### src/design/spmd_pkg.sv
// Shared types and constants for the scan pad / median / pixel block.
package spmd_pkg;

    localparam int WINDOW_MAX  = 16;
    localparam int IMAGE_WIDTH = 256;
    localparam int MAX_RESULTS = 64;

    localparam int CFG_IDX_W  = 3;
    localparam int CFG_DATA_W = 16;

    typedef enum logic [CFG_IDX_W-1:0] {
        CFG_PAD_PER_SIDE  = 3'd0,
        CFG_DROP_INTERVAL = 3'd1,
        CFG_DROP_COUNT    = 3'd2,
        CFG_WINDOW_SIZE   = 3'd3,
        CFG_MAX_RANGE_MM  = 3'd4
    } t_cfg_idx;

    typedef struct packed {
        logic [15:0] range_mm;
        logic        last_in_scan;
    } t_in_item;

    typedef struct packed {
        logic [7:0] pixel;
        logic [7:0] column;
        logic       last_column;
    } t_out_item;

    typedef enum logic [3:0] {
        ST_IDLE,
        ST_START,
        ST_LEAD,
        ST_SAMPLE,
        ST_TLOAD,
        ST_TRAIL,
        ST_MED,
        ST_DINIT,
        ST_DIV,
        ST_EMIT,
        ST_DONE
    } t_state;

    typedef struct packed {
        logic start;       // latch drop target, clear result count
        logic load_pad;    // load padding counter
        logic feed;        // push one padded position
        logic feed_zero;   // the position is padding
        logic med_step;    // shift sorted window by one entry
        logic div_init;
        logic div_step;
        logic emit;
        logic scan_reset;
    } t_cmd;

    typedef struct packed {
        logic pad_zero;
        logic feed_close;
        logic med_done;
        logic div_last;
        logic emit_ok;
        logic last;
    } t_stat;

endpackage

### src/design/scan_pad_median_downsample_to_pixels_core.sv
// Top level: range samples in, one grey pixel per median window out.
//
//  channel  | signals                               | dir
//  ---------+---------------------------------------+-----
//  input    | i_in_valid, o_in_ready, i_in_item     | in
//  output   | o_out_valid, i_out_ready, o_out_item  | out
//  config   | i_cfg_we, i_cfg_idx, i_cfg_data       | in
//
// One item at a time: ready returns once an accepted sample has been fed, and it also
// waits for the leading padding before the first sample and for the trailing padding
// after the last sample of a scan (the padding per side is clipped).
// Each window of n samples that closes adds the shift-out of the sorted window,
// divider setup, an 8-step restoring divider and emit.
// Reset is synchronous; a finished pixel waits in the output register and stalls
// the sequencer only when the next pixel is ready before it is taken.
module scan_pad_median_downsample_to_pixels_core import spmd_pkg::*; (
    input  logic                  i_clk,
    input  logic                  i_rst_n,
    input  logic                  i_cfg_we,
    input  logic [CFG_IDX_W-1:0]  i_cfg_idx,
    input  logic [CFG_DATA_W-1:0] i_cfg_data,
    input  logic                  i_in_valid,
    output logic                  o_in_ready,
    input  t_in_item              i_in_item,
    output logic                  o_out_valid,
    input  logic                  i_out_ready,
    output t_out_item             o_out_item
);

    t_cmd  cmd;
    t_stat stat;
    logic  idle;
    logic  in_acc;

    assign o_in_ready = idle;
    assign in_acc     = i_in_valid && idle;

    spmd_ctrl u_ctrl (
        .i_clk   (i_clk),
        .i_rst_n (i_rst_n),
        .i_in_acc(in_acc),
        .i_stat  (stat),
        .o_cmd   (cmd),
        .o_idle  (idle)
    );

    spmd_dpath u_dpath (
        .i_clk      (i_clk),
        .i_rst_n    (i_rst_n),
        .i_cfg_we   (i_cfg_we),
        .i_cfg_idx  (i_cfg_idx),
        .i_cfg_data (i_cfg_data),
        .i_in_acc   (in_acc),
        .i_in_item  (i_in_item),
        .i_cmd      (cmd),
        .o_stat     (stat),
        .o_out_valid(o_out_valid),
        .i_out_ready(i_out_ready),
        .o_out_item (o_out_item)
    );

endmodule

### src/design/spmd_ctrl.sv
// Sequencer for padding, sample feed, median extraction, divide and emit.
module spmd_ctrl import spmd_pkg::*; (
    input  logic  i_clk,
    input  logic  i_rst_n,
    input  logic  i_in_acc,
    input  t_stat i_stat,
    output t_cmd  o_cmd,
    output logic  o_idle
);

    t_state r_state, n_state;
    t_state r_ret, n_ret;
    logic   r_lead_done, n_lead_done;

    always_ff @(posedge i_clk) begin
        if (!i_rst_n) begin
            r_state     <= ST_IDLE;
            r_ret       <= ST_IDLE;
            r_lead_done <= 1'b0;
        end else begin
            r_state     <= n_state;
            r_ret       <= n_ret;
            r_lead_done <= n_lead_done;
        end
    end

    always_comb begin
        n_state     = r_state;
        n_ret       = r_ret;
        n_lead_done = r_lead_done;
        unique case (r_state)
            ST_IDLE: begin
                if (i_in_acc) n_state = ST_START;
            end
            ST_START: n_state = r_lead_done ? ST_SAMPLE : ST_LEAD;
            ST_LEAD: begin
                if (i_stat.pad_zero) begin
                    n_state     = ST_SAMPLE;
                    n_lead_done = 1'b1;
                end else if (i_stat.feed_close) begin
                    n_state = ST_MED;
                    n_ret   = ST_LEAD;
                end
            end
            ST_SAMPLE: begin
                n_ret   = i_stat.last ? ST_TLOAD : ST_DONE;
                n_state = i_stat.feed_close ? ST_MED : n_ret;
            end
            ST_TLOAD: n_state = ST_TRAIL;
            ST_TRAIL: begin
                if (i_stat.pad_zero) begin
                    n_state = ST_DONE;
                end else if (i_stat.feed_close) begin
                    n_state = ST_MED;
                    n_ret   = ST_TRAIL;
                end
            end
            ST_MED: begin
                if (i_stat.med_done) n_state = ST_DINIT;
            end
            ST_DINIT: n_state = ST_DIV;
            ST_DIV: begin
                if (i_stat.div_last) n_state = ST_EMIT;
            end
            ST_EMIT: begin
                if (i_stat.emit_ok) n_state = r_ret;
            end
            ST_DONE: begin
                n_state = ST_IDLE;
                if (i_stat.last) n_lead_done = 1'b0;
            end
            default: n_state = ST_IDLE;
        endcase
    end

    always_comb begin
        o_cmd  = '0;
        o_idle = 1'b0;
        unique case (r_state)
            ST_IDLE: o_idle = 1'b1;
            ST_START: begin
                o_cmd.start    = 1'b1;
                o_cmd.load_pad = 1'b1;
            end
            ST_LEAD, ST_TRAIL: begin
                o_cmd.feed      = !i_stat.pad_zero;
                o_cmd.feed_zero = 1'b1;
            end
            ST_SAMPLE: o_cmd.feed     = 1'b1;
            ST_TLOAD:  o_cmd.load_pad = 1'b1;
            ST_MED:    o_cmd.med_step = 1'b1;
            ST_DINIT:  o_cmd.div_init = 1'b1;
            ST_DIV:    o_cmd.div_step = 1'b1;
            ST_EMIT:   o_cmd.emit     = i_stat.emit_ok;
            ST_DONE:   o_cmd.scan_reset = i_stat.last;
            default: o_cmd = '0;
        endcase
    end

endmodule

### src/design/spmd_dpath.sv
// Datapath: config, position/drop tracking, sorted window, divider, output register.
module spmd_dpath import spmd_pkg::*; (
    input  logic                  i_clk,
    input  logic                  i_rst_n,
    input  logic                  i_cfg_we,
    input  logic [CFG_IDX_W-1:0]  i_cfg_idx,
    input  logic [CFG_DATA_W-1:0] i_cfg_data,
    input  logic                  i_in_acc,
    input  t_in_item              i_in_item,
    input  t_cmd                  i_cmd,
    output t_stat                 o_stat,
    output logic                  o_out_valid,
    input  logic                  i_out_ready,
    output t_out_item             o_out_item
);

    // configuration
    logic [9:0]  r_pad;
    logic [13:0] r_iv;
    logic [7:0]  r_dcnt;
    logic [4:0]  r_wsz;
    logic [15:0] r_mx;

    always_ff @(posedge i_clk) begin
        if (!i_rst_n) begin
            r_pad  <= '0;
            r_iv   <= 14'd1;
            r_dcnt <= '0;
            r_wsz  <= 5'd4;
            r_mx   <= 16'd10000;
        end else if (i_cfg_we) begin
            case (i_cfg_idx)
                CFG_PAD_PER_SIDE:  r_pad  <= i_cfg_data[9:0];
                CFG_DROP_INTERVAL: r_iv   <= i_cfg_data[13:0];
                CFG_DROP_COUNT:    r_dcnt <= i_cfg_data[7:0];
                CFG_WINDOW_SIZE:   r_wsz  <= i_cfg_data[4:0];
                CFG_MAX_RANGE_MM:  r_mx   <= i_cfg_data;
                default: ;
            endcase
        end
    end

    logic [4:0]  w_eff;
    logic [13:0] iv_eff;
    logic [15:0] mx_eff;
    logic [10:0] pad_lim;
    logic [9:0]  pad_eff;

    always_comb begin
        w_eff = r_wsz;
        if (r_wsz == 5'd0) w_eff = 5'd1;
        if (r_wsz > 5'(WINDOW_MAX)) w_eff = 5'(WINDOW_MAX);
        iv_eff  = (r_iv == '0) ? 14'd1 : r_iv;
        mx_eff  = (r_mx == '0) ? 16'd1 : r_mx;
        pad_lim = ({w_eff, 6'd0}) - {6'd0, w_eff};
        pad_eff = ({1'b0, r_pad} < pad_lim) ? r_pad : pad_lim[9:0];
    end

    // item latch
    t_in_item r_item;
    always_ff @(posedge i_clk) begin
        if (i_in_acc) r_item <= i_in_item;
    end

    // position, drops, padding counter
    logic [13:0] r_pos;
    logic [7:0]  r_drops;
    logic [21:0] r_next_drop;
    logic [9:0]  r_pad_cnt;
    logic [8:0]  drops_p1;
    logic [22:0] drop_prod;
    logic        is_drop;

    assign drops_p1  = {1'b0, r_drops} + 9'd1;
    assign drop_prod = drops_p1 * iv_eff;
    assign is_drop   = (r_drops < r_dcnt) && ({8'd0, r_pos} == r_next_drop);

    // sorted window
    logic [15:0] r_sw [WINDOW_MAX];
    logic [4:0]  r_fill;
    logic [15:0] feed_val;
    logic [WINDOW_MAX-1:0] le;
    logic [4:0]  fill_p1;

    assign feed_val = i_cmd.feed_zero ? 16'd0 : r_item.range_mm;
    assign fill_p1  = r_fill + 5'd1;

    always_comb begin
        for (int j = 0; j < WINDOW_MAX; j++) begin
            le[j] = (5'(j) < r_fill) && (r_sw[j] <= feed_val);
        end
    end

    // median extraction
    logic [4:0]  r_med_n;
    logic [3:0]  r_k;
    logic [15:0] r_lo;
    logic [15:0] r_med;
    logic [3:0]  lo_idx;
    logic [3:0]  hi_idx;
    logic [15:0] lo_val;
    logic [16:0] med_sum;

    assign lo_idx  = 4'((r_med_n - 5'd1) >> 1);
    assign hi_idx  = 4'(r_med_n >> 1);
    assign lo_val  = (r_k == lo_idx) ? r_sw[0] : r_lo;
    assign med_sum = {1'b0, lo_val} + {1'b0, r_sw[0]};

    // divider: quotient of 255*(mx-m) by mx fits 8 bits
    logic [23:0] r_rem;
    logic [22:0] r_dvs;
    logic [7:0]  r_q;
    logic [2:0]  r_dcnt_div;
    logic [15:0] diff;
    logic        rem_ge;

    assign diff   = mx_eff - r_med;
    assign rem_ge = r_rem >= {1'b0, r_dvs};

    // output and column
    logic [7:0] r_col;
    logic [6:0] r_nres;
    logic       r_out_valid;
    t_out_item  r_out;
    logic       cap_full;
    logic       out_free;

    assign cap_full = (r_nres >= 7'(MAX_RESULTS));
    assign out_free = !r_out_valid || i_out_ready;

    always_ff @(posedge i_clk) begin
        if (!i_rst_n) begin
            r_pos       <= '0;
            r_drops     <= '0;
            r_fill      <= '0;
            r_col       <= '0;
            r_out_valid <= 1'b0;
            r_nres      <= '0;
            r_pad_cnt   <= '0;
        end else begin
            if (i_cmd.emit && !cap_full) r_out_valid <= 1'b1;
            else if (r_out_valid && i_out_ready) r_out_valid <= 1'b0;
            if (i_cmd.start) r_nres <= '0;
            if (i_cmd.load_pad) r_pad_cnt <= pad_eff;
            if (i_cmd.feed) begin
                r_pos <= r_pos + 14'd1;
                if (i_cmd.feed_zero) r_pad_cnt <= r_pad_cnt - 10'd1;
                if (is_drop) begin
                    r_drops <= r_drops + 8'd1;
                end else if (fill_p1 >= w_eff) begin
                    r_fill <= '0;
                end else begin
                    r_fill <= fill_p1;
                end
            end
            if (i_cmd.emit) begin
                r_col <= r_col + 8'd1;
                if (!cap_full) r_nres <= r_nres + 7'd1;
            end
            if (i_cmd.scan_reset) begin
                r_pos   <= '0;
                r_drops <= '0;
                r_fill  <= '0;
                r_col   <= '0;
            end
        end
    end

    always_ff @(posedge i_clk) begin
        if (i_cmd.start) r_next_drop <= drop_prod[21:0];
        if (i_cmd.feed && is_drop) r_next_drop <= r_next_drop + {8'd0, iv_eff};
        if (i_cmd.feed && !is_drop) begin
            for (int j = 0; j < WINDOW_MAX; j++) begin
                if (!le[j]) begin
                    if (j == 0) r_sw[j] <= feed_val;
                    else if (le[j-1]) r_sw[j] <= feed_val;
                    else r_sw[j] <= r_sw[j-1];
                end
            end
            r_med_n <= fill_p1;
            r_k     <= '0;
        end
        if (i_cmd.med_step) begin
            for (int j = 0; j < WINDOW_MAX - 1; j++) r_sw[j] <= r_sw[j+1];
            r_k  <= r_k + 4'd1;
            r_lo <= lo_val;
            if (r_k == hi_idx) r_med <= med_sum[16:1];
        end
        if (i_cmd.div_init) begin
            r_rem      <= (r_med > mx_eff) ? 24'd0 : ({diff, 8'd0} - {8'd0, diff});
            r_dvs      <= {mx_eff, 7'd0};
            r_dcnt_div <= 3'd7;
        end
        if (i_cmd.div_step) begin
            if (rem_ge) r_rem <= r_rem - {1'b0, r_dvs};
            r_q        <= {r_q[6:0], rem_ge};
            r_dvs      <= r_dvs >> 1;
            r_dcnt_div <= r_dcnt_div - 3'd1;
        end
        if (i_cmd.emit && !cap_full) begin
            r_out.pixel       <= r_q;
            r_out.column      <= r_col;
            r_out.last_column <= (r_col == 8'(IMAGE_WIDTH - 1));
        end
    end

    always_comb begin
        o_stat.pad_zero   = (r_pad_cnt == '0);
        o_stat.feed_close = !is_drop && (fill_p1 >= w_eff);
        o_stat.med_done   = (r_k == hi_idx);
        o_stat.div_last   = (r_dcnt_div == '0);
        o_stat.emit_ok    = cap_full || out_free;
        o_stat.last       = r_item.last_in_scan;
    end

    assign o_out_valid = r_out_valid;
    assign o_out_item  = r_out;

endmodule
### config.mk
export PLATFORM = sky130hd
export DESIGN_NAME = scan_pad_median_downsample_to_pixels_core
export DESIGN_NICKNAME = d
export VERILOG_FILES = /design/src/design/spmd_pkg.sv /design/src/design/scan_pad_median_downsample_to_pixels_core.sv /design/src/design/spmd_ctrl.sv /design/src/design/spmd_dpath.sv
export SDC_FILE = /design/constraint.sdc
export NUM_CORES = 2
export LEC_CHECK = 0
export BUFFER_PORTS_ARGS = -buffer_cell sky130_fd_sc_hd__buf_4
export CAP_MARGIN = 20
export CORE_ASPECT_RATIO = 1.4
export CORE_MARGIN = 2
export CORE_UTILIZATION = 45
export DETAILED_ROUTE_END_ITERATION = 8
export GPL_TIMING_DRIVEN = 0
export HOLD_SLACK_MARGIN = 0.15
export PLACE_DENSITY = 0.63
export SYNTH_ARGS = -nofsm -noshare
export SYNTH_HDL_FRONTEND = slang
export SYNTH_SLANG_ARGS = --single-unit
### constraint.sdc
create_clock -name i_clk -period 5.8 [get_ports i_clk]
set_input_delay 1.16 -clock i_clk [delete_from_list [all_inputs] [get_ports i_clk]]
set_output_delay 1.16 -clock i_clk [all_outputs]
set_load 0.02 [all_outputs]
==> flow_metrics.py <==
metrics = {
    "global_route": {
        "antenna_found_initial": 0,
        "grt_max_degree": 27,
        "grt_overflow_total": 0,
        "grt_pass1_vias": 31600,
        "grt_first_pass_wirelength_um": 192000,
        "track_usage_pct": 29.2,
    },
    "critical_path": {
        "reg2reg_from": "u_dpath.r_drops[0]$_SDFFE_PP0P_",
        "crit_path_start": "u_dpath.r_drops[0]$_SDFFE_PP0P_",
        "slowest_delay_ns": 0.55,
        "cp_common_cell": "fa_1",
        "r2r_slack_ns": 0.18,
        "critPathLaunchType": "register",
        "cp-end-kind": "register",
        "cp_cell_sequence": "ha_4 -> nand3_4 -> nor2_4 -> buf_12 -> xor2_4 -> buf_8 -> and2_1 -> fa_1 -> fa_1 -> fa_1 -> inv_1 -> fa_1 -> inv_1 -> ha_2 -> nand3_1 -> nand2_1 -> a41oi_2 -> a21oi_4 -> a211oi_2 -> a21oi_2 -> or3_1 -> a21oi_2",
        "cp.required_ns": 6.29,
        "critical_path_class": "reg -> reg",
        "arrival_ns": 6.11,
        "slowest_stage": "fa_1",
        "crit_fanout": 6,
    },
    "run_status": {
        "status": "finished, final reports clean",
    },
    "floorplan": {
        "io-pin-count": 60,
        "dieWidth_um": 250,
        "num_rows": 126,
        "fp.dieH_um": 348,
        "dieArea_mm2": 0.0869,
        "core-area_mm2": 0.0840,
        "start_util_pct": 45.3,
    },
    "cts": {
        "hold_buffers": 0,
        "tritoncts": "built",
        "h-tree-depth": 2,
        "cts_sinks": 526,
        "cts-root-buf": "clkbuf_16",
        "clockBufferDepth": 3,
        "clk_latency_ns": 0.68,
        "cts_inserted_buffers": 57,
        "cts.clk_slew.worst_paths_ns": 0.07,
    },
    "route": {
        "drc": 0,
        "wire_per_inst_um": 24.4,
        "detail-route-antenna-nets": 0,
        "vias_per_cell": 6.01,
        "finalWirelength_um": 129000,
        "vias": 31700,
        "drt_iter0_drc": 2667,
        "detail_route.first_pass.iterations": 6,
    },
    "pwr": {
        "vdd_ir_drop_max_mv": 0.216,
        "power_density_mw_per_mm2": 267,
        "power.leakage_nw": 17.5,
        "totalPowerFinal_mw": 11.5,
    },
    "yosys": {
        "ys_seq_elements": 526,
        "ys_warn_count": 0,
        "synth-main-ff-cell": "edfxtp_1",
        "yosysSeqAreaShare_pct": 37.9,
        "synth_edf_count": 386,
        "synth_fp_nets": 4499,
        "yosysTopAreaCell": "edfxtp_1",
        "synth_cell_type_count": 102,
        "synth_area_mm2": 0.0380,
        "avgSynthCellArea_um2": 9.59,
        "netlist_top_cells_area": "edfxtp_1 (30%), ha_1 (13%), dfxtp_1 (7.4%)",
        "synth_top_area_share_pct": 30.5,
        "netlist_instances": 3964,
        "async_reset_ff_share_pct": 0,
    },
    "timing": {
        "setup_ws_ns": 0.178,
        "rsz0062_at_grt": "yes",
        "finalHoldViolCount": 0,
        "tightest_slew_ns": 1.21,
        "relSlewSlack_pct": 19.4,
        "fmax_mhz": 178,
        "layout_min_cycle_time_ns": 5.62,
        "setup_tns_ns": 0,
        "finClkSkew_ns": 0.0491,
        "finalCritPeriodShare_pct": 96.9,
        "whs_ns": 0.420,
        "slew_viol_final": 0,
        "setup_viol": 0,
    },
    "layout": {
        "fin_nets": 4675,
        "finish.instance_area_mm2": 0.0430,
        "final_util_pct": 51.2,
        "stdcell_count": 5275,
        "drive_gt1_share_pct": 9.77,
        "area_growth_pct": 13.1,
        "antenna_cells": 0,
    },
    "placed_design": {
        "placedCellCount": 5128,
        "io_buffer_count": 58,
        "place_area_mm2": 0.0402,
        "routabilityCongestion": 0.969,
        "place_ws_ns": -1.21,
        "dp_hpwl_um": 97000,
    },
    "hold_path": {
        "hp-start": "u_dpath.r_q[7]$_DFFE_PP_",
        "hp-class": "reg -> reg",
    },
    "flow_run": {
        "drv_cap": 0,
    },
}
[sequential cells by signal (all words and copies together) (netlist names), 14 cells and up]
register             cells
u_dpath.r_pos           14
u_dpath.r_iv            14
u_dpath.r_mx            16
u_dpath.r_med           16
u_dpath.r_dvs           23
u_dpath.r_lo            16
u_dpath.o_out_item      17
u_dpath.r_item          16
u_dpath.r_sw           256
u_dpath.r_next_drop     22
u_dpath.r_rem           24
[routing by layer]
metal / wire length (µm) / share of wire, % / GRT usage, %
met1: 47900 / 37 / 32.9
met2: 63200 / 49 / 51.6
met3: 8170 / 6.4 / 4.43
met4: 9260 / 7.2 / 18.0
met5: 0 / 0 / 0
[cell families after synthesis]
logic type | count (synthesis) | share of synthesized area (%)
other cells | 1 | 0.00986
mux | 172 | 4.72
simple gates | 1263 | 15.7
flops | 526 | 37.9
buf+inv | 460 | 4.87
compound gates | 899 | 15.4
fa+ha+maj | 495 | 18.0
xor+xnor | 148 | 3.47
[worst max-delay path: cells and delay by family (launching register included)]
family / cells / cell delay (ns)
AOI/OAI and AO/OA: 5 / 0.87
adders and majority gates: 6 / 2.58
DFF: 1 / 0.40
buffers and inverters: 4 / 0.39
xor gates and xnor gates: 1 / 0.26
and+or+nand+nor: 6 / 0.97
[cells in the final DEF (no fill, tap or decap), drive strengths merged, types with 72 or more instances in the layout]
| cell type | netlist | layout |
|---|---|---|
| nand2 | 563 | 563 |
| ha | 406 | 406 |
| inv | 259 | 246 |
| o21ai | 249 | 249 |
| clkbuf | 155 | 225 |
| edfxtp | 386 | 386 |
| xnor2 | 82 | 82 |
| dfxtp | 140 | 140 |
| fa | 88 | 88 |
| nor3 | 72 | 72 |
| nor2 | 214 | 214 |
| buf | 44 | 167 |
| and2 | 84 | 84 |
| a21o | 86 | 86 |
| a21oi | 234 | 234 |
| mux2i | 141 | 141 |
[final timing paths]
check                           cells past startpoint                           endpoint
worst max-delay path                               22  u_dpath.r_next_drop[21]$_DFFE_PP_
worst min-delay path                                0   u_dpath.o_out_item[16]$_DFFE_PP_
worst max register to register                     22  u_dpath.r_next_drop[21]$_DFFE_PP_
worst min register to register                      0   u_dpath.o_out_item[16]$_DFFE_PP_
[area by class of cell]
type	count	area (µm²)
flip-flops and latches	526	14400
well taps	1088	1360
clock buffers	76	1540
multi-input cells	2978	22100
plain buffers	196	936
repair buffers	120	1210
clock inverters	30	378
fillers	7736	41000
inverters	261	1030
[report_power, final]
| part | leakage [nW] | switching, mW | internal, mW |
|---|---|---|---|
| Clock | 0.925 | 1.66 | 2.18 |
| Combinational | 11.9 | 1.81 | 1.21 |
| Sequential | 4.73 | 0.239 | 4.39 |
| Total | 17.5 | 3.72 | 7.78 |
[cell usage after synthesis (all sizes together), types with 5 or more instances]
| library cell | instances |
|---|---|
| nand2 | 563 |
| ha | 406 |
| edfxtp | 386 |
| inv | 259 |
| o21ai | 249 |
| a21oi | 234 |
| nor2 | 214 |
| clkbuf | 155 |
| mux2i | 141 |
| dfxtp | 140 |
| fa | 88 |
| a21o | 86 |
| and2 | 84 |
| xnor2 | 82 |
| nor3 | 72 |
| xor2 | 65 |
| nand3 | 64 |
| o21a | 63 |
| nand4 | 61 |
| nor2b | 52 |
| o221ai | 49 |
| a221o | 48 |
| buf | 44 |
| nand2b | 44 |
| a31oi | 32 |
| mux2 | 31 |
| or3 | 25 |
| a211oi | 23 |
| nor4 | 19 |
| a221oi | 17 |
| and3 | 16 |
| o211ai | 16 |
| or2 | 16 |
| a41oi | 10 |
| o22ai | 10 |
| nor3b | 9 |
| nand3b | 8 |
| a211o | 6 |
| o21bai | 6 |
| a22oi | 5 |
[what timing repair did]
item / CTS / global route
setup endpoints to repair: 329 / 215
buffers inserted: 27 / 15
pin swaps: 9 / 23
gates resized for setup: 71 / 68
endpoints found under the hold margin: 0 / 0
(Power assumes the default switching activity.)
